### src/magnetometer_gain_cal_and_field_change_macros.svh
// Assertion macros shared by the magnetometer calibration block.
// Stand-alone header; the files that assert include it by name.
`ifndef MAGNETOMETER_GAIN_CAL_AND_FIELD_CHANGE_MACROS_SVH
`define MAGNETOMETER_GAIN_CAL_AND_FIELD_CHANGE_MACROS_SVH
`ifndef SYNTHESIS
`define MGCFC_ASSERT_IMP(lbl, clk, rst, ante, cons) \
   lbl: assert property (@(posedge clk) disable iff (rst) (ante) |-> (cons)) \
      else $error("mgcfc assertion failed");
`define MGCFC_ASSERT_NEXT(lbl, clk, rst, ante, cons) \
   lbl: assert property (@(posedge clk) disable iff (rst) (ante) |=> (cons)) \
      else $error("mgcfc assertion failed");
`else
`define MGCFC_ASSERT_IMP(lbl, clk, rst, ante, cons)
`define MGCFC_ASSERT_NEXT(lbl, clk, rst, ante, cons)
`endif
`endif

### src/mgcfc_pkg.sv
// Shared types and constants of the magnetometer calibration block.
// No dependencies; every other file but mgcfc_chan_if and the macro header imports it.
package mgcfc_pkg;

   localparam int GAIN_FRAC_BITS = 12;
   localparam int MAG_FRAC_BITS  = 8;
   localparam int SQ_W           = 32 + 2 * MAG_FRAC_BITS;
   localparam int ROOT_W         = 16 + MAG_FRAC_BITS;
   localparam int DIV_W          = 32;
   localparam int CNT_W          = 5;
   localparam int Q_DEPTH        = 2;
   localparam int Q_PTR_W        = (Q_DEPTH > 1) ? $clog2(Q_DEPTH) : 1;
   localparam int Q_FILL_W       = $clog2(Q_DEPTH + 1);

   localparam logic [23:0] MAX24      = 24'hFFFFFF;
   localparam logic [23:0] GAIN_UNITY = 24'(1 << GAIN_FRAC_BITS);

   localparam logic [1:0] CMD_CAL  = 2'd0;
   localparam logic [1:0] CMD_FIN  = 2'd1;
   localparam logic [1:0] CMD_BASE = 2'd2;
   localparam logic [1:0] CMD_MEAS = 2'd3;

   localparam logic [1:0] STS_OK     = 2'd0;
   localparam logic [1:0] STS_REJECT = 2'd1;
   localparam logic [1:0] STS_EMPTY  = 2'd2;

   localparam logic [1:0] REG_WINDOW_LOW  = 2'd0;
   localparam logic [1:0] REG_WINDOW_HIGH = 2'd1;
   localparam logic [1:0] REG_TARGET_XY   = 2'd2;
   localparam logic [1:0] REG_TARGET_Z    = 2'd3;

   typedef struct packed {
      logic [1:0]         cmd;
      logic [2:0]         sensor_index;
      logic signed [15:0] raw_x;
      logic signed [15:0] raw_y;
      logic signed [15:0] raw_z;
   } req_payload_type;

   typedef struct packed {
      logic [1:0]         status;
      logic [23:0]        field_change;
      logic signed [15:0] scaled_x;
      logic signed [15:0] scaled_y;
      logic signed [15:0] scaled_z;
      logic [7:0]         accepted_count;
   } rsp_payload_type;

   typedef struct packed {
      req_payload_type pay;
      logic            sensor_ok;
      logic            win_ok;
   } q_item_type;

endpackage

### src/mgcfc_queue.sv
// Short queue of classified words between the front and back ends.
// Depends on mgcfc_pkg.
module mgcfc_queue (
   input  logic                  clock,
   input  logic                  reset,
   input  logic                  push_valid,
   output logic                  push_ready,
   input  mgcfc_pkg::q_item_type push_item,
   output logic                  pop_valid,
   input  logic                  pop_ready,
   output mgcfc_pkg::q_item_type pop_item
);
   import mgcfc_pkg::*;

   q_item_type          mem_ff [Q_DEPTH];
   q_item_type          mem_in [Q_DEPTH];
   logic [Q_PTR_W-1:0]  wr_ptr_ff, wr_ptr_in;
   logic [Q_PTR_W-1:0]  rd_ptr_ff, rd_ptr_in;
   logic [Q_FILL_W-1:0] fill_ff, fill_in;
   logic                do_push, do_pop;

   assign push_ready = fill_ff != Q_FILL_W'(Q_DEPTH);
   assign pop_valid  = fill_ff != '0;
   assign pop_item   = mem_ff[rd_ptr_ff];
   assign do_push    = push_valid && push_ready;
   assign do_pop     = pop_valid && pop_ready;

   always_comb begin
      mem_in    = mem_ff;
      wr_ptr_in = wr_ptr_ff;
      rd_ptr_in = rd_ptr_ff;
      fill_in   = fill_ff;
      if (do_push) begin
         mem_in[wr_ptr_ff] = push_item;
         wr_ptr_in = (wr_ptr_ff == Q_PTR_W'(Q_DEPTH - 1)) ? '0 : wr_ptr_ff + 1'b1;
      end
      if (do_pop) begin
         rd_ptr_in = (rd_ptr_ff == Q_PTR_W'(Q_DEPTH - 1)) ? '0 : rd_ptr_ff + 1'b1;
      end
      if (do_push && !do_pop) begin
         fill_in = fill_ff + 1'b1;
      end else if (do_pop && !do_push) begin
         fill_in = fill_ff - 1'b1;
      end
   end

   always_ff @(posedge clock) begin
      mem_ff <= mem_in;
      if (reset) begin
         wr_ptr_ff <= '0;
         rd_ptr_ff <= '0;
         fill_ff   <= '0;
      end else begin
         wr_ptr_ff <= wr_ptr_in;
         rd_ptr_ff <= rd_ptr_in;
         fill_ff   <= fill_in;
      end
   end

endmodule

### config.mk
export PLATFORM = sky130hd
export DESIGN_NAME = mgcfc_queue
export DESIGN_NICKNAME = d
export VERILOG_FILES = /design/src/magnetometer_gain_cal_and_field_change_macros.svh /design/src/mgcfc_pkg.sv /design/src/mgcfc_queue.sv
export SDC_FILE = /design/constraint.sdc
export NUM_CORES = 1
export LEC_CHECK = 0
export BUFFER_PORTS_ARGS = -buffer_cell sky130_fd_sc_hd__buf_4
export CAP_MARGIN = 15
export CORE_ASPECT_RATIO = 0.75
export CORE_MARGIN = 4
export CORE_UTILIZATION = 40
export CTS_CLUSTER_DIAMETER = 60
export CTS_CLUSTER_SIZE = 40
export DETAILED_ROUTE_END_ITERATION = 16
export MAX_ROUTING_LAYER = met4
export PLACE_DENSITY = 0.75
export SLEW_MARGIN = 20
export SYNTH_ARGS = -nofsm -noshare
export SYNTH_HDL_FRONTEND = slang
export SYNTH_SLANG_ARGS = --single-unit
export TNS_END_PERCENT = 30
### constraint.sdc
create_clock -name clock -period 3 [get_ports clock]
set_clock_uncertainty 0.2 [all_clocks]
set_input_delay 0.6 -clock clock [delete_from_list [all_inputs] [get_ports clock]]
set_output_delay 0.6 -clock clock [all_outputs]
set_load 0.01 [all_outputs]
==> flow_summary.json <==
{
  "antenna_violating_nets_post_route": 0,
  "start_kind": "flip-flop",
  "clkLatencyLatePin_ns": 0.40,
  "status": "finished, final reports clean",
  "yosysSeqAreaShare_pct": 80.8,
  "grt_pass1_wl_um": 12200,
  "setup_viol": 0,
  "place_hpwl_um": 5060,
  "cts_buffers": 17,
  "netlist_area_mm2": 0.00419,
  "vias": 2186,
  "design_area_mm2": 0.00578,
  "avgSynthCellArea_um2": 21.7,
  "cp_num_buf_inv": 2,
  "start_util_pct": 40.8,
  "cts_hold_buf": 0,
  "critPathTopFamily": "buffers and inverters",
  "synth-warning-count": 0,
  "worst_pin_slew_ns": 0.495,
  "dp_cells": 444,
  "endpoint_kind": "primary output",
  "die_height_um": 96.6,
  "final_layout_size_suffix_gt1_share_pct": 60.2,
  "clk_pin_slew_ns": 0.05,
  "fmax_ghz": 0.407,
  "hp-start": "push_item[39]",
  "ys_seq_elements": 114,
  "grt_overflow": 0,
  "fillers": 794,
  "post-cts-setup-buffers": 0,
  "antennaDiodeCount": 0,
  "placementRows": 32,
  "drt_pre_antenna_iters": 4,
  "multi_input_area_um2": 743,
  "grt_start_max_net_pins": 33,
  "grt_usage_pct": 13.5,
  "cp_max_fo": 32,
  "tns_ns": 0,
  "drtIter0Drc": 113,
  "cp.required_ns": 2.20,
  "globalplace.congestion": 0.749,
  "power_density_mw_per_mm2": 896,
  "hold_viol": 0,
  "crit_type": "flip-flop to primary output",
  "drv_slew": 0,
  "syn-num-nets": 253,
  "yosysTopAreaCell": "edfxtp_1",
  "clockBufferDepth": 2,
  "cts_tree": "done",
  "fp.dieW_um": 126,
  "drc": 0,
  "via_per_inst": 4.60,
  "dpl-instance-area_mm2": 0.00522,
  "r2r_setup_slack_ns": 1.06,
  "cts.sink_count": 114,
  "synthToLayoutAreaGrowth_pct": 38.1,
  "r2r-end": "mem_ff[62]$_DFFE_PP_",
  "ys_top_cells_by_area": "edfxtp_1 (79%), mux2_2 (15%), dfxtp_1 (1.9%), buf_6 (1.1%), xor2_1 (0.63%)",
  "synth_cell_type_count": 19,
  "drt-total-wl_um": 7640,
  "period_share_pct": 81.9,
  "antenna_found_initial": 0,
  "cts_htree_levels": 4,
  "pin_count": 116,
  "cts-root-buf": "clkbuf_16",
  "r2r_start": "fill_ff[0]$_SDFFE_PP0P_",
  "synth_top_cell_area_share_pct": 78.9,
  "max_cap_violations": 0,
  "arrival_ns": 1.66,
  "nets": 387,
  "die_area_mm2": 0.0122,
  "hold_path.class": "input pin to flip-flop",
  "final_cells": 475,
  "cp_slowest_cell": "mux2_2",
  "final_util_pct": 56.4,
  "hold_end": "mem_ff[39]$_DFFE_PP_",
  "core_area_mm2": 0.0102,
  "postCtsResizedCells": 0,
  "holdPathStages": 1,
  "max_stage_delay_ns": 0.41,
  "grt_pass1_vias": 2420,
  "numPortBuffers": 115,
  "wl_per_cell_um": 16.1,
  "worstPathCellList": "buf_4, mux2_2, buf_4",
  "post-route-min-period_ns": 2.46,
  "total_power_mw": 5.18,
  "vdd_drop_max_mv": 0.599,
  "leakagePower_nw": 2.18,
  "synthCells": 193,
  "maxSlewHeadroom_pct": 67.0,
  "seq_area_mm2": 0.00338,
  "rsz0062_at_grt": "no",
  "ff2ff_path_depth": 4,
  "crit_top_cell": "buf_4"
}
==> sequential cells by signal, indices dropped and copies added (netlist names) <==
register,cells
fill_ff,2
rd_ptr_ff,1
mem_ff,110
wr_ptr_ff,1
==> cells in the final DEF (no fill, tap or decap), types with 2 or more instances in the layout <==
cell type  netlist  final
a21oi_1          2      2
buf_4            1    120
bufinv_16        0      3
clkbuf_1         0      6
clkbuf_16        0     17
clkinv_1         0      3
clkinv_2         0      2
dfxtp_1          4      3
edfxtp_1       110    110
mux2_2          55     55
nor2_1           2      2
o21ai_0          2      2
xor2_1           3      3
==> worst max path at each step <==
stage	from	to	slack, ns	cells past startpoint
2_1_floorplan	push_valid	mem_ff[0]$_DFFE_PP_	0.43	1
3_3_place_gp	rd_ptr_ff$_SDFFE_PP0P_	pop_item[40]	0.94	3
3_5_place_dp	push_valid	mem_ff[62]$_DFFE_PP_	0.93	4
4_1_cts	rd_ptr_ff$_SDFFE_PP0P_	pop_item[40]	0.52	3
5_1_grt	rd_ptr_ff$_SDFFE_PP0P_	pop_item[41]	0.47	3
6_report	rd_ptr_ff$_SDFFE_PP0P_	pop_item[40]	0.54	3
==> logic make-up (layout without fill, tap and decap cells) <==
| logic type | count (synthesis) | after routing | synth area share [%] |
|---|---|---|---|
| adders and majority gates | 1 | 1 | 0.299 |
| buffers and inverters | 7 | 153 | 1.46 |
| xor gates and xnor gates | 3 | 3 | 0.628 |
| AOI/OAI and AO/OA | 5 | 5 | 0.717 |
| muxes | 55 | 55 | 14.8 |
| DFF | 114 | 114 | 80.8 |
| and+or+nand+nor | 8 | 8 | 1.29 |
==> per-layer routing <==
| metal | share of wire (%) | track usage (%) | wire (µm) | up-vias |
|---|---|---|---|---|
| li1 | - | - | - | 1033 |
| met1 | 42 | 15.6 | 3180 | 1059 |
| met2 | 50 | 20.8 | 3830 | 84 |
| met3 | 7.0 | 5.96 | 533 | 10 |
| met4 | 1.3 | 5.28 | 96 | 0 |
| met5 | 0 | - | 0 | - |
==> report_power, final <==
group	leakage [nW]	switching (mW)	internal, mW
Combinational	0.848	0.569	0.656
Clock	0.272	0.620	1.29
Sequential	1.06	0.0549	1.99
==> layout make-up <==
cell class,count,share of cell area [%]
sequential,114,58.5
timing repair buffer,121,15.9
multi-input combinational,72,12.9
clock buffer,23,7.75
tap,136,2.94
clock inverter,8,1.93
inverter,1,0.0649
==> synth_stat cells <==
cell and number:
a21bo_2 1, a21oi_1 2, and2_1 1, and3_1 1, buf_2 1, buf_4 1
buf_6 4, dfxtp_1 4, edfxtp_1 110, ha_1 1, inv_1 1, mux2_2 55
nand2b_4 1, nand3b_1 1, nor2_1 2, o21ai_0 2, or2_2 1, or3_1 1
xor2_1 3
==> stage by stage <==
step | hold slack, ns | worst slack (ns)
3_5_place_dp | 0.341 | 0.930
2_1_floorplan | 0.305 | 0.430
6_report | 0.182 | 0.543
3_3_place_gp | 0.318 | 0.941
5_1_grt | 0.164 | 0.466
4_1_cts | 0.166 | 0.521
(Power assumes the default switching activity.)
