--- src/magnetometer_gain_cal_and_field_change_macros.svh ---
// Assertion macros shared by the magnetometer calibration block.
// Stand-alone header; the files that assert include it by name.
`ifndef MAGNETOMETER_GAIN_CAL_AND_FIELD_CHANGE_MACROS_SVH
`define MAGNETOMETER_GAIN_CAL_AND_FIELD_CHANGE_MACROS_SVH
`ifndef SYNTHESIS
`define MGCFC_ASSERT_IMP(lbl, clk, rst, ante, cons) \
   lbl: assert property (@(posedge clk) disable iff (rst) (ante) |-> (cons)) \
      else $error("mgcfc assertion failed");
`define MGCFC_ASSERT_NEXT(lbl, clk, rst, ante, cons) \
   lbl: assert property (@(posedge clk) disable iff (rst) (ante) |=> (cons)) \
      else $error("mgcfc assertion failed");
`else
`define MGCFC_ASSERT_IMP(lbl, clk, rst, ante, cons)
`define MGCFC_ASSERT_NEXT(lbl, clk, rst, ante, cons)
`endif
`endif

--- src/mgcfc_pkg.sv ---
// Shared types and constants of the magnetometer calibration block.
// No dependencies; every other file but mgcfc_chan_if and the macro header imports it.
package mgcfc_pkg;

   localparam int GAIN_FRAC_BITS = 12;
   localparam int MAG_FRAC_BITS  = 8;
   localparam int SQ_W           = 32 + 2 * MAG_FRAC_BITS;
   localparam int ROOT_W         = 16 + MAG_FRAC_BITS;
   localparam int DIV_W          = 32;
   localparam int CNT_W          = 5;
   localparam int Q_DEPTH        = 2;
   localparam int Q_PTR_W        = (Q_DEPTH > 1) ? $clog2(Q_DEPTH) : 1;
   localparam int Q_FILL_W       = $clog2(Q_DEPTH + 1);

   localparam logic [23:0] MAX24      = 24'hFFFFFF;
   localparam logic [23:0] GAIN_UNITY = 24'(1 << GAIN_FRAC_BITS);

   localparam logic [1:0] CMD_CAL  = 2'd0;
   localparam logic [1:0] CMD_FIN  = 2'd1;
   localparam logic [1:0] CMD_BASE = 2'd2;
   localparam logic [1:0] CMD_MEAS = 2'd3;

   localparam logic [1:0] STS_OK     = 2'd0;
   localparam logic [1:0] STS_REJECT = 2'd1;
   localparam logic [1:0] STS_EMPTY  = 2'd2;

   localparam logic [1:0] REG_WINDOW_LOW  = 2'd0;
   localparam logic [1:0] REG_WINDOW_HIGH = 2'd1;
   localparam logic [1:0] REG_TARGET_XY   = 2'd2;
   localparam logic [1:0] REG_TARGET_Z    = 2'd3;

   typedef struct packed {
      logic [1:0]         cmd;
      logic [2:0]         sensor_index;
      logic signed [15:0] raw_x;
      logic signed [15:0] raw_y;
      logic signed [15:0] raw_z;
   } req_payload_type;

   typedef struct packed {
      logic [1:0]         status;
      logic [23:0]        field_change;
      logic signed [15:0] scaled_x;
      logic signed [15:0] scaled_y;
      logic signed [15:0] scaled_z;
      logic [7:0]         accepted_count;
   } rsp_payload_type;

   typedef struct packed {
      req_payload_type pay;
      logic            sensor_ok;
      logic            win_ok;
   } q_item_type;

endpackage

--- src/mgcfc_chan_if.sv ---
// Valid/ready channel carrying one word of a given payload type.
// No dependencies.
interface mgcfc_chan_if #(parameter type payload_type = logic);
   logic        valid;
   logic        ready;
   payload_type payload;
   modport source (output valid, output payload, input ready);
   modport sink (input valid, input payload, output ready);
endinterface

--- src/mgcfc_back.sv ---
// Back end: per-sensor state, shared multiplier, restoring divider, bit-pair
// square root and output register. Needs mgcfc_pkg, mgcfc_chan_if, macro header.
`include "magnetometer_gain_cal_and_field_change_macros.svh"
module mgcfc_back #(
   parameter int NUM_SENSORS = 7
) (
   input  logic                  clock,
   input  logic                  reset,
   input  logic                  q_valid,
   output logic                  q_pop,
   input  mgcfc_pkg::q_item_type q_item,
   input  logic [11:0]           target_xy,
   input  logic [11:0]           target_z,
   mgcfc_chan_if.source          rsp
);
   import mgcfc_pkg::*;

   localparam int SW = (NUM_SENSORS > 1) ? $clog2(NUM_SENSORS) : 1;

   typedef enum logic [7:0] {
      ST_IDLE    = 8'b0000_0001,
      ST_DIV     = 8'b0000_0010,
      ST_SCL_MUL = 8'b0000_0100,
      ST_SCL_SAT = 8'b0000_1000,
      ST_SQ_MUL  = 8'b0001_0000,
      ST_SQ_ACC  = 8'b0010_0000,
      ST_SQRT    = 8'b0100_0000,
      ST_DONE    = 8'b1000_0000
   } state_type;

   state_type          state_ff, state_in;
   q_item_type         item_ff, item_in;
   logic [31:0]        sum_ff [NUM_SENSORS][3];
   logic [31:0]        sum_in [NUM_SENSORS][3];
   logic [23:0]        gain_ff [NUM_SENSORS][3];
   logic [23:0]        gain_in [NUM_SENSORS][3];
   logic [7:0]         count_ff [NUM_SENSORS];
   logic [7:0]         count_in [NUM_SENSORS];
   logic [23:0]        base_ff [NUM_SENSORS];
   logic [23:0]        base_in [NUM_SENSORS];
   logic signed [15:0] scl_ff [3];
   logic signed [15:0] scl_in [3];
   logic [1:0]         status_ff, status_in;
   logic [23:0]        change_ff, change_in;
   logic [7:0]         acc_ff, acc_in;
   logic [1:0]         axis_ff, axis_in;
   logic               div_gain_ff, div_gain_in;
   logic [31:0]        div_n_ff, div_n_in;
   logic [31:0]        div_d_ff, div_d_in;
   logic [31:0]        div_r_ff, div_r_in;
   logic [CNT_W-1:0]   cnt_ff, cnt_in;
   logic [40:0]        prod_ff, prod_in;
   logic [31:0]        ss_ff, ss_in;
   logic [SQ_W-1:0]    sq_v_ff, sq_v_in;
   logic [ROOT_W+1:0]  sq_rem_ff, sq_rem_in;
   logic [ROOT_W-1:0]  sq_root_ff, sq_root_in;
   logic               rsp_valid_ff, rsp_valid_in;
   rsp_payload_type    rsp_pay_ff, rsp_pay_in;

   logic [SW-1:0]      q_sid, sid;
   logic [7:0]         q_cnt;
   logic signed [15:0] raw_sel;
   logic [16:0]        mul_a;
   logic [23:0]        mul_b;

   assign q_sid = SW'(q_item.pay.sensor_index);
   assign sid   = SW'(item_ff.pay.sensor_index);
   assign q_cnt = count_ff[q_sid];

   always_comb begin
      case (axis_ff)
         2'd0:    raw_sel = item_ff.pay.raw_x;
         2'd1:    raw_sel = item_ff.pay.raw_y;
         default: raw_sel = item_ff.pay.raw_z;
      endcase
   end

   // One multiplier serves both the gain scaling and the squaring.
   always_comb begin
      logic signed [16:0] sx;
      sx = (state_ff == ST_SQ_MUL) ? {scl_ff[axis_ff][15], scl_ff[axis_ff]}
                                   : {raw_sel[15], raw_sel};
      mul_a = sx[16] ? 17'(17'd0 - sx) : 17'(sx);
      mul_b = (state_ff == ST_SQ_MUL) ? 24'(mul_a) : gain_ff[sid][axis_ff];
   end

   always_comb begin
      logic [32:0]       rsh;
      logic [32:0]       rdiff;
      logic              ge;
      logic [31:0]       quo;
      logic              next_axis;
      logic [31:0]       num_t;
      logic [28:0]       smag;
      logic [31:0]       ss_nx;
      logic [ROOT_W+1:0] rem_t;
      logic [ROOT_W+1:0] trial;
      logic [ROOT_W-1:0] root_nx;
      logic [31:0]       mag32;
      logic [23:0]       mag;

      state_in    = state_ff;
      item_in     = item_ff;
      sum_in      = sum_ff;
      gain_in     = gain_ff;
      count_in    = count_ff;
      base_in     = base_ff;
      scl_in      = scl_ff;
      status_in   = status_ff;
      change_in   = change_ff;
      acc_in      = acc_ff;
      axis_in     = axis_ff;
      div_gain_in = div_gain_ff;
      div_n_in    = div_n_ff;
      div_d_in    = div_d_ff;
      div_r_in    = div_r_ff;
      cnt_in      = cnt_ff;
      prod_in     = prod_ff;
      ss_in       = ss_ff;
      sq_v_in     = sq_v_ff;
      sq_rem_in   = sq_rem_ff;
      sq_root_in  = sq_root_ff;
      rsp_pay_in  = rsp_pay_ff;
      rsp_valid_in = rsp_valid_ff && !rsp.ready;
      q_pop       = 1'b0;

      rsh   = {div_r_ff, div_n_ff[31]};
      rdiff = rsh - {1'b0, div_d_ff};
      ge    = rsh >= {1'b0, div_d_ff};
      quo   = {div_n_ff[30:0], ge};
      next_axis = 1'b0;
      num_t = (axis_ff == 2'd2) ? (32'(target_z) << GAIN_FRAC_BITS)
                                : (32'(target_xy) << GAIN_FRAC_BITS);
      smag  = 29'(prod_ff >> GAIN_FRAC_BITS);
      ss_nx = ss_ff + prod_ff[31:0];
      rem_t = {sq_rem_ff[ROOT_W-1:0], sq_v_ff[SQ_W-1 -: 2]};
      trial = {sq_root_ff, 2'b01};
      root_nx = (rem_t >= trial) ? {sq_root_ff[ROOT_W-2:0], 1'b1}
                                 : {sq_root_ff[ROOT_W-2:0], 1'b0};
      mag32 = 32'(root_nx);
      mag   = (mag32 > 32'(MAX24)) ? MAX24 : mag32[23:0];

      case (state_ff)
         ST_IDLE: begin
            if (q_valid) begin
               q_pop     = 1'b1;
               item_in   = q_item;
               status_in = STS_OK;
               change_in = '0;
               acc_in    = '0;
               axis_in   = '0;
               for (int a = 0; a < 3; a++) begin
                  scl_in[a] = '0;
               end
               if (!q_item.sensor_ok) begin
                  state_in = ST_DONE;
               end else begin
                  case (q_item.pay.cmd)
                     CMD_CAL: begin
                        if (q_item.win_ok && q_cnt != 8'hFF) begin
                           sum_in[q_sid][0] = sum_ff[q_sid][0] + 32'($unsigned(q_item.pay.raw_x));
                           sum_in[q_sid][1] = sum_ff[q_sid][1] + 32'($unsigned(q_item.pay.raw_y));
                           sum_in[q_sid][2] = sum_ff[q_sid][2] + 32'($unsigned(q_item.pay.raw_z));
                           count_in[q_sid] = q_cnt + 8'd1;
                           acc_in = q_cnt + 8'd1;
                        end else begin
                           status_in = STS_REJECT;
                           acc_in = q_cnt;
                        end
                        state_in = ST_DONE;
                     end
                     CMD_FIN: begin
                        acc_in = q_cnt;
                        if (q_cnt == 8'd0) begin
                           status_in = STS_EMPTY;
                           for (int a = 0; a < 3; a++) begin
                              sum_in[q_sid][a] = '0;
                           end
                           state_in = ST_DONE;
                        end else begin
                           div_n_in    = sum_ff[q_sid][0];
                           div_d_in    = {24'd0, q_cnt};
                           div_r_in    = '0;
                           cnt_in      = CNT_W'(DIV_W - 1);
                           div_gain_in = 1'b0;
                           state_in    = ST_DIV;
                        end
                     end
                     default: begin
                        acc_in   = q_cnt;
                        state_in = ST_SCL_MUL;
                     end
                  endcase
               end
            end
         end
         ST_DIV: begin
            div_r_in = ge ? rdiff[31:0] : rsh[31:0];
            div_n_in = quo;
            cnt_in   = cnt_ff - 1'b1;
            if (cnt_ff == '0) begin
               if (!div_gain_ff) begin
                  // A zero mean gives the largest gain rather than a division.
                  if (quo == '0) begin
                     gain_in[sid][axis_ff] = MAX24;
                     next_axis = 1'b1;
                  end else begin
                     div_n_in    = num_t;
                     div_d_in    = quo;
                     div_r_in    = '0;
                     cnt_in      = CNT_W'(DIV_W - 1);
                     div_gain_in = 1'b1;
                  end
               end else begin
                  gain_in[sid][axis_ff] = (quo > 32'(MAX24)) ? MAX24 : quo[23:0];
                  next_axis = 1'b1;
               end
               if (next_axis) begin
                  if (axis_ff == 2'd2) begin
                     for (int a = 0; a < 3; a++) begin
                        sum_in[sid][a] = '0;
                     end
                     count_in[sid] = '0;
                     state_in = ST_DONE;
                  end else begin
                     axis_in     = axis_ff + 2'd1;
                     div_n_in    = sum_ff[sid][axis_ff + 2'd1];
                     div_d_in    = {24'd0, count_ff[sid]};
                     div_r_in    = '0;
                     cnt_in      = CNT_W'(DIV_W - 1);
                     div_gain_in = 1'b0;
                  end
               end
            end
         end
         ST_SCL_MUL: begin
            prod_in  = 41'(mul_a) * 41'(mul_b);
            state_in = ST_SCL_SAT;
         end
         ST_SCL_SAT: begin
            if (raw_sel[15]) begin
               scl_in[axis_ff] = (smag > 29'd32768) ? 16'sh8000 : $signed(16'd0 - smag[15:0]);
            end else begin
               scl_in[axis_ff] = (smag > 29'd32767) ? 16'sh7FFF : $signed(smag[15:0]);
            end
            if (axis_ff == 2'd2) begin
               axis_in  = '0;
               ss_in    = '0;
               state_in = ST_SQ_MUL;
            end else begin
               axis_in  = axis_ff + 2'd1;
               state_in = ST_SCL_MUL;
            end
         end
         ST_SQ_MUL: begin
            prod_in  = 41'(mul_a) * 41'(mul_b);
            state_in = ST_SQ_ACC;
         end
         ST_SQ_ACC: begin
            ss_in = ss_nx;
            if (axis_ff == 2'd2) begin
               sq_v_in    = SQ_W'(ss_nx) << (2 * MAG_FRAC_BITS);
               sq_rem_in  = '0;
               sq_root_in = '0;
               cnt_in     = CNT_W'(ROOT_W - 1);
               state_in   = ST_SQRT;
            end else begin
               axis_in  = axis_ff + 2'd1;
               state_in = ST_SQ_MUL;
            end
         end
         ST_SQRT: begin
            // One result bit per cycle, two radicand bits brought down each time.
            sq_rem_in  = (rem_t >= trial) ? rem_t - trial : rem_t;
            sq_root_in = root_nx;
            sq_v_in    = sq_v_ff << 2;
            cnt_in     = cnt_ff - 1'b1;
            if (cnt_ff == '0) begin
               if (item_ff.pay.cmd == CMD_BASE) begin
                  base_in[sid] = mag;
               end else begin
                  change_in = (mag >= base_ff[sid]) ? mag - base_ff[sid] : base_ff[sid] - mag;
               end
               state_in = ST_DONE;
            end
         end
         ST_DONE: begin
            if (!rsp_valid_ff || rsp.ready) begin
               rsp_valid_in               = 1'b1;
               rsp_pay_in.status          = status_ff;
               rsp_pay_in.field_change    = change_ff;
               rsp_pay_in.scaled_x        = scl_ff[0];
               rsp_pay_in.scaled_y        = scl_ff[1];
               rsp_pay_in.scaled_z        = scl_ff[2];
               rsp_pay_in.accepted_count  = acc_ff;
               state_in = ST_IDLE;
            end
         end
         default: begin
            state_in = ST_IDLE;
         end
      endcase
   end

   always_ff @(posedge clock) begin
      item_ff     <= item_in;
      scl_ff      <= scl_in;
      status_ff   <= status_in;
      change_ff   <= change_in;
      acc_ff      <= acc_in;
      axis_ff     <= axis_in;
      div_gain_ff <= div_gain_in;
      div_n_ff    <= div_n_in;
      div_d_ff    <= div_d_in;
      div_r_ff    <= div_r_in;
      cnt_ff      <= cnt_in;
      prod_ff     <= prod_in;
      ss_ff       <= ss_in;
      sq_v_ff     <= sq_v_in;
      sq_rem_ff   <= sq_rem_in;
      sq_root_ff  <= sq_root_in;
      rsp_pay_ff  <= rsp_pay_in;
      if (reset) begin
         state_ff     <= ST_IDLE;
         rsp_valid_ff <= 1'b0;
         for (int i = 0; i < NUM_SENSORS; i++) begin
            for (int a = 0; a < 3; a++) begin
               sum_ff[i][a]  <= '0;
               gain_ff[i][a] <= GAIN_UNITY;
            end
            count_ff[i] <= '0;
            base_ff[i]  <= '0;
         end
      end else begin
         state_ff     <= state_in;
         rsp_valid_ff <= rsp_valid_in;
         sum_ff       <= sum_in;
         gain_ff      <= gain_in;
         count_ff     <= count_in;
         base_ff      <= base_in;
      end
   end

   assign rsp.valid   = rsp_valid_ff;
   assign rsp.payload = rsp_pay_ff;

   `MGCFC_ASSERT_IMP(a_empty_has_no_count, clock, reset,
      rsp_valid_ff && rsp_pay_ff.status == STS_EMPTY, rsp_pay_ff.accepted_count == 8'd0)
   `MGCFC_ASSERT_IMP(a_error_word_is_clear, clock, reset,
      rsp_valid_ff && rsp_pay_ff.status != STS_OK,
      rsp_pay_ff.scaled_x == 16'sd0 && rsp_pay_ff.scaled_y == 16'sd0 &&
      rsp_pay_ff.scaled_z == 16'sd0 && rsp_pay_ff.field_change == 24'd0)
   `MGCFC_ASSERT_NEXT(a_pop_starts_work, clock, reset, q_pop, state_ff != ST_IDLE)

endmodule

--- src/flat_wrapper.sv ---
// flat-port wrapper written by rule: the top's interface ports become plain ports
module mgcfc_back_flat import mgcfc_pkg::*;
#(
   parameter int NUM_SENSORS = 7
)
  (clock, reset, q_valid, q_pop, q_item, target_xy, target_z, rsp_valid, rsp_payload, rsp_ready);
  mgcfc_chan_if rsp_i ();
  input  logic clock;
  input  logic reset;
  input  logic q_valid;
  output logic q_pop;
  input  mgcfc_pkg::q_item_type q_item;
  input  logic [11:0] target_xy;
  input  logic [11:0] target_z;
  output wire logic [$bits(rsp_i.valid)-1:0] rsp_valid;
  output wire logic [$bits(rsp_i.payload)-1:0] rsp_payload;
  input wire logic [$bits(rsp_i.ready)-1:0] rsp_ready;
  assign rsp_valid = rsp_i.valid;
  assign rsp_payload = rsp_i.payload;
  assign rsp_i.ready = rsp_ready;
  mgcfc_back #(.NUM_SENSORS(NUM_SENSORS)) u_core (.clock(clock), .reset(reset), .q_valid(q_valid), .q_pop(q_pop), .q_item(q_item), .target_xy(target_xy), .target_z(target_z), .rsp(rsp_i));
endmodule
--- config.mk ---
export PLATFORM = sky130hd
export DESIGN_NAME = mgcfc_back_flat
export DESIGN_NICKNAME = d
export VERILOG_FILES = /design/src/mgcfc_pkg.sv /design/src/mgcfc_chan_if.sv /design/src/mgcfc_back.sv /design/src/flat_wrapper.sv
export VERILOG_INCLUDE_DIRS = /design/src /design/src/src
export SDC_FILE = /design/constraint.sdc
export NUM_CORES = 2
export LEC_CHECK = 0
export BUFFER_PORTS_ARGS = -buffer_cell sky130_fd_sc_hd__buf_2
export CORE_MARGIN = 2
export CORE_UTILIZATION = 47
export DETAILED_ROUTE_END_ITERATION = 10
export PLACE_DENSITY = 0.67
export SLEW_MARGIN = 10
export SYNTH_ARGS = -nofsm -noshare
export SYNTH_HDL_FRONTEND = slang
export SYNTH_SLANG_ARGS = --single-unit
--- constraint.sdc ---
create_clock -name clock -period 12.5 [get_ports clock]
set_input_delay 2.5 -clock clock [delete_from_list [all_inputs] [get_ports clock]]
set_output_delay 2.5 -clock clock [all_outputs]
set_load 0.02 [all_outputs]
==> metrics.txt <==
status=finished, final reports clean; clk root buf=clkbuf_16; Pint=0.004840 W; initial antenna violation count=15; Synth Cell Area=45,060 sq um; top layer in use=met5; clk_lat worst skew=0.69 ns; final worst path period share=0.6561; layout cells sized above 1=0.1430; core outline area=~95,000 sq um; # nets final=4,656; startpoint types=primary input; Rel. slew slack=0.09297; Final Wtd Congestion=0.9490; Flop pwr share=0.407; die height=313.6 um; die area=98,360 sq um; CP required=between 10 and 15 ns; clock network fraction of total power=0.431; Layout fillers=8,668; Post-synth EDFFs=109; setup_tns=0 ns; Area Overhead vs Synth=10.22%; LEAKAGE=18.46 nW; die width=313.6 um; Synth Warn #=0; Starting Density=0.4743; Worst-path clk slew=0.07 ns; Logic pwr share=0.162; Initial DRC Count=6,921; CP max FO=42; pwr dens=139.3 nW/um^2; Port Buffers=85; routed wl met2=75.98 mm; DP HPWL=111.0 mm; Arr. time, crit path=8.83 ns; Post-synth ARST share=0; Vias/cell=7.248; drt first pass iters=9; first-pass GRT wire length=266.3 mm; DR vias=between 40,000 and 50,000; RSZ-0062 raised after global routing=no; switching power=0.002079 W; WHS=approximately 0.48 ns; syn nets=roughly 4,800; fin cells=~5,800; Final Max Tran Viols=0; CTS Buf Count=93; vias in the first global route=a little under 40,000; Rows=113; postcts setup bufs=0; CTS max path bufs=3; cts repair resizes=0; deepest level of the CTS H-tree=3; WS Path Type=primary input to register; Total GRT Usage=0.3587; final hold vios=0; Max IR drop VDD=0.1112 mV; gr ovfl total=0; num ports=between 80 and 90; CTS tree=built; Synth cell types=103; max cap viols=0; final setup vio count=0; met3 routed WL=between 20 and 30 mm; Yosys reg bits=around 850; final core utilization=0.5227; mean post-synth cell area=9.840 sq um; Final Skew=0.04225 ns; worst hold path class=register to register; Final Power=0.006919 W; routed wire length=184.0 mm; Fmax=0.1219 GHz; clk sink count=846; Worst Tran Pin Value=1.350 ns; Hold-fix buffers, CTS=0; Tmin final=around 8 ns; antenna-violating nets left=0; crit path capture type=register; top_reg_cell synth=dfxtp_1; wl on met1=70.38 mm; DRC=0; Routed WL per cell=31.57 um; post-synthesis sequential area ratio=0.4001; pin count of the biggest net entering global routing=100; switch share=0.3005; Inst Count DP=5,652; Cells after Synth=4,579
==> power groups by stage <==
| stage | sequential (W) | combinational, W | clock, W |
|---|---|---|---|
| floorplan | 0.00287 | 0.000628 | 0 |
| global placement | 0.00288 | 0.00105 | 0 |
| detailed placement | 0.00288 | 0.00105 | 0 |
| CTS | 0.00282 | 0.00106 | 0.00297 |
| global route | 0.00282 | 0.00113 | 0.00308 |
| finish | 0.00282 | 0.00112 | 0.00298 |
==> logic make-up after synthesis <==
| family | Yosys count | share of synthesized area |
|---|---|---|
| xor gates and xnor gates | 117 | 0.02324 |
| adders and majority gates | 90 | 0.02566 |
| DFF | 846 | 0.4001 |
| muxes | 343 | 0.09974 |
| buffers and inverters | 468 | 0.04759 |
| AOI/OAI and AO/OA | 1838 | 0.3102 |
| and+or+nand+nor | 877 | 0.09344 |
==> through the flow <==
stage | worst slack (ns) | area (sq um)
final | 4.298 | 49660
after CTS | 4.697 | 49650
after floorplan | 1.426 | 45060
after detailed placement | 4.034 | 46370
after global routing | 4.317 | 49650
after global placement | 4.103 | 46370
==> layout by cell type (no fill, tap or decap), types with 99 or more instances in the layout <==
master	instances
nand2_1	232
dfxtp_1	737
mux2_2	138
edfxtp_1	109
a22oi_1	109
buf_4	114
clkbuf_16	99
o21ai_0	161
mux2i_1	134
a22o_1	640
a221oi_1	165
a21oi_1	309
nor2_1	304
o2bb2ai_1	132
==> cell type report <==
class / instances / area [sq um] / share of cell area
Sequential cell: 846 / 18030 / 0.3630
Inverter: 76 / 289.0 / 0.005820
Clock buffer: 143 / 2903 / 0.05845
Multi-Input combinational cell: 3265 / 25120 / 0.5059
Clock inverter: 28 / 372.9 / 0.007508
Antenna cell: 5 / 12.51 / 0.0002519
Tap cell: 1265 / 1583 / 0.03187
Timing Repair Buffer: 201 / 1351 / 0.02721
==> critical path: stages <==
cell,delay [ns]
buf_4,0.24
clkinv_2,0.09
buf_4,0.53
buf_4,0.75
nor3_2,0.13
buf_4,0.25
a21oi_2,0.42
inv_1,0.25
ha_1,0.29
inv_1,0.11
a211oi_1,0.11
and2_1,0.25
a21oi_1,0.18
buf_4,0.24
nand3_1,0.51
nor2_4,0.98
buf_4,0.60
a22o_1,0.22
==> worst paths after layout <==
kind,depth (start not counted),end,slack [ns],startpoint
setup / recovery,18,u_core.sum_ff[347],4.30,q_item[50]
hold / removal,0,u_core.rsp.payload,0.48,u_core.acc_ff[0]
setup reg to reg,15,u_core.sum_ff[347],7.35,u_core.count_ff[8]
hold reg to reg,0,u_core.rsp.payload,0.48,u_core.acc_ff[0]
==> metal layers <==
layer  vias up  track usage
met5         -            0
met4        26       0.1817
met3       761       0.1162
met2      3312       0.5209
met1     20424       0.4766
li1      17725            -
==> registers in the layout (all words and copies together), names as in the netlist <==
| name | cells |
|---|---|
| u_core.sum_ff | 672 |
| u_core.count_ff | 56 |
| u_core.div_d_ff | 32 |
| u_core.div_n_ff | 32 |
| u_core.div_r_ff | 32 |
| u_core.state_ff | 8 |
| u_core.cnt_ff | 5 |
| u_core.sid | 3 |
| u_core.axis_ff | 2 |
| u_core.acc_ff | 1 |
| u_core.div_gain_ff | 1 |
| u_core.rsp.payload | 1 |
| u_core.rsp.valid | 1 |
==> cells in the mapped netlist (all sizes together) (18+ instances only) <==
master | n | area [sq um]
a22o | 640 | 5605
edfxtp | 109 | 3273
o21a | 18 | 135.1
a21oi | 322 | 1657
buf | 177 | 1049
nor2b | 24 | 150.1
a21o | 27 | 202.7
a211oi | 39 | 292.8
o22ai | 27 | 168.9
nor2 | 321 | 1246
nor3 | 51 | 285.3
nand2 | 232 | 870.8
mux2i | 134 | 1341
dfxtp | 737 | 14750
a221oi | 167 | 1475
o2bb2ai | 132 | 1156
mux4 | 70 | 1588
nand3 | 72 | 365.3
clkbuf | 215 | 810.8
mux2 | 139 | 1565
and2 | 27 | 168.9
o21ai | 168 | 844.6
a221o | 26 | 260.3
xor2 | 30 | 270.3
a22oi | 109 | 818.3
a31oi | 30 | 187.7
nor4 | 25 | 235.2
ha | 86 | 1076
xnor2 | 87 | 777.0
inv | 75 | 281.5
nand4 | 18 | 112.6
Power figures use the tool's default switching activity.
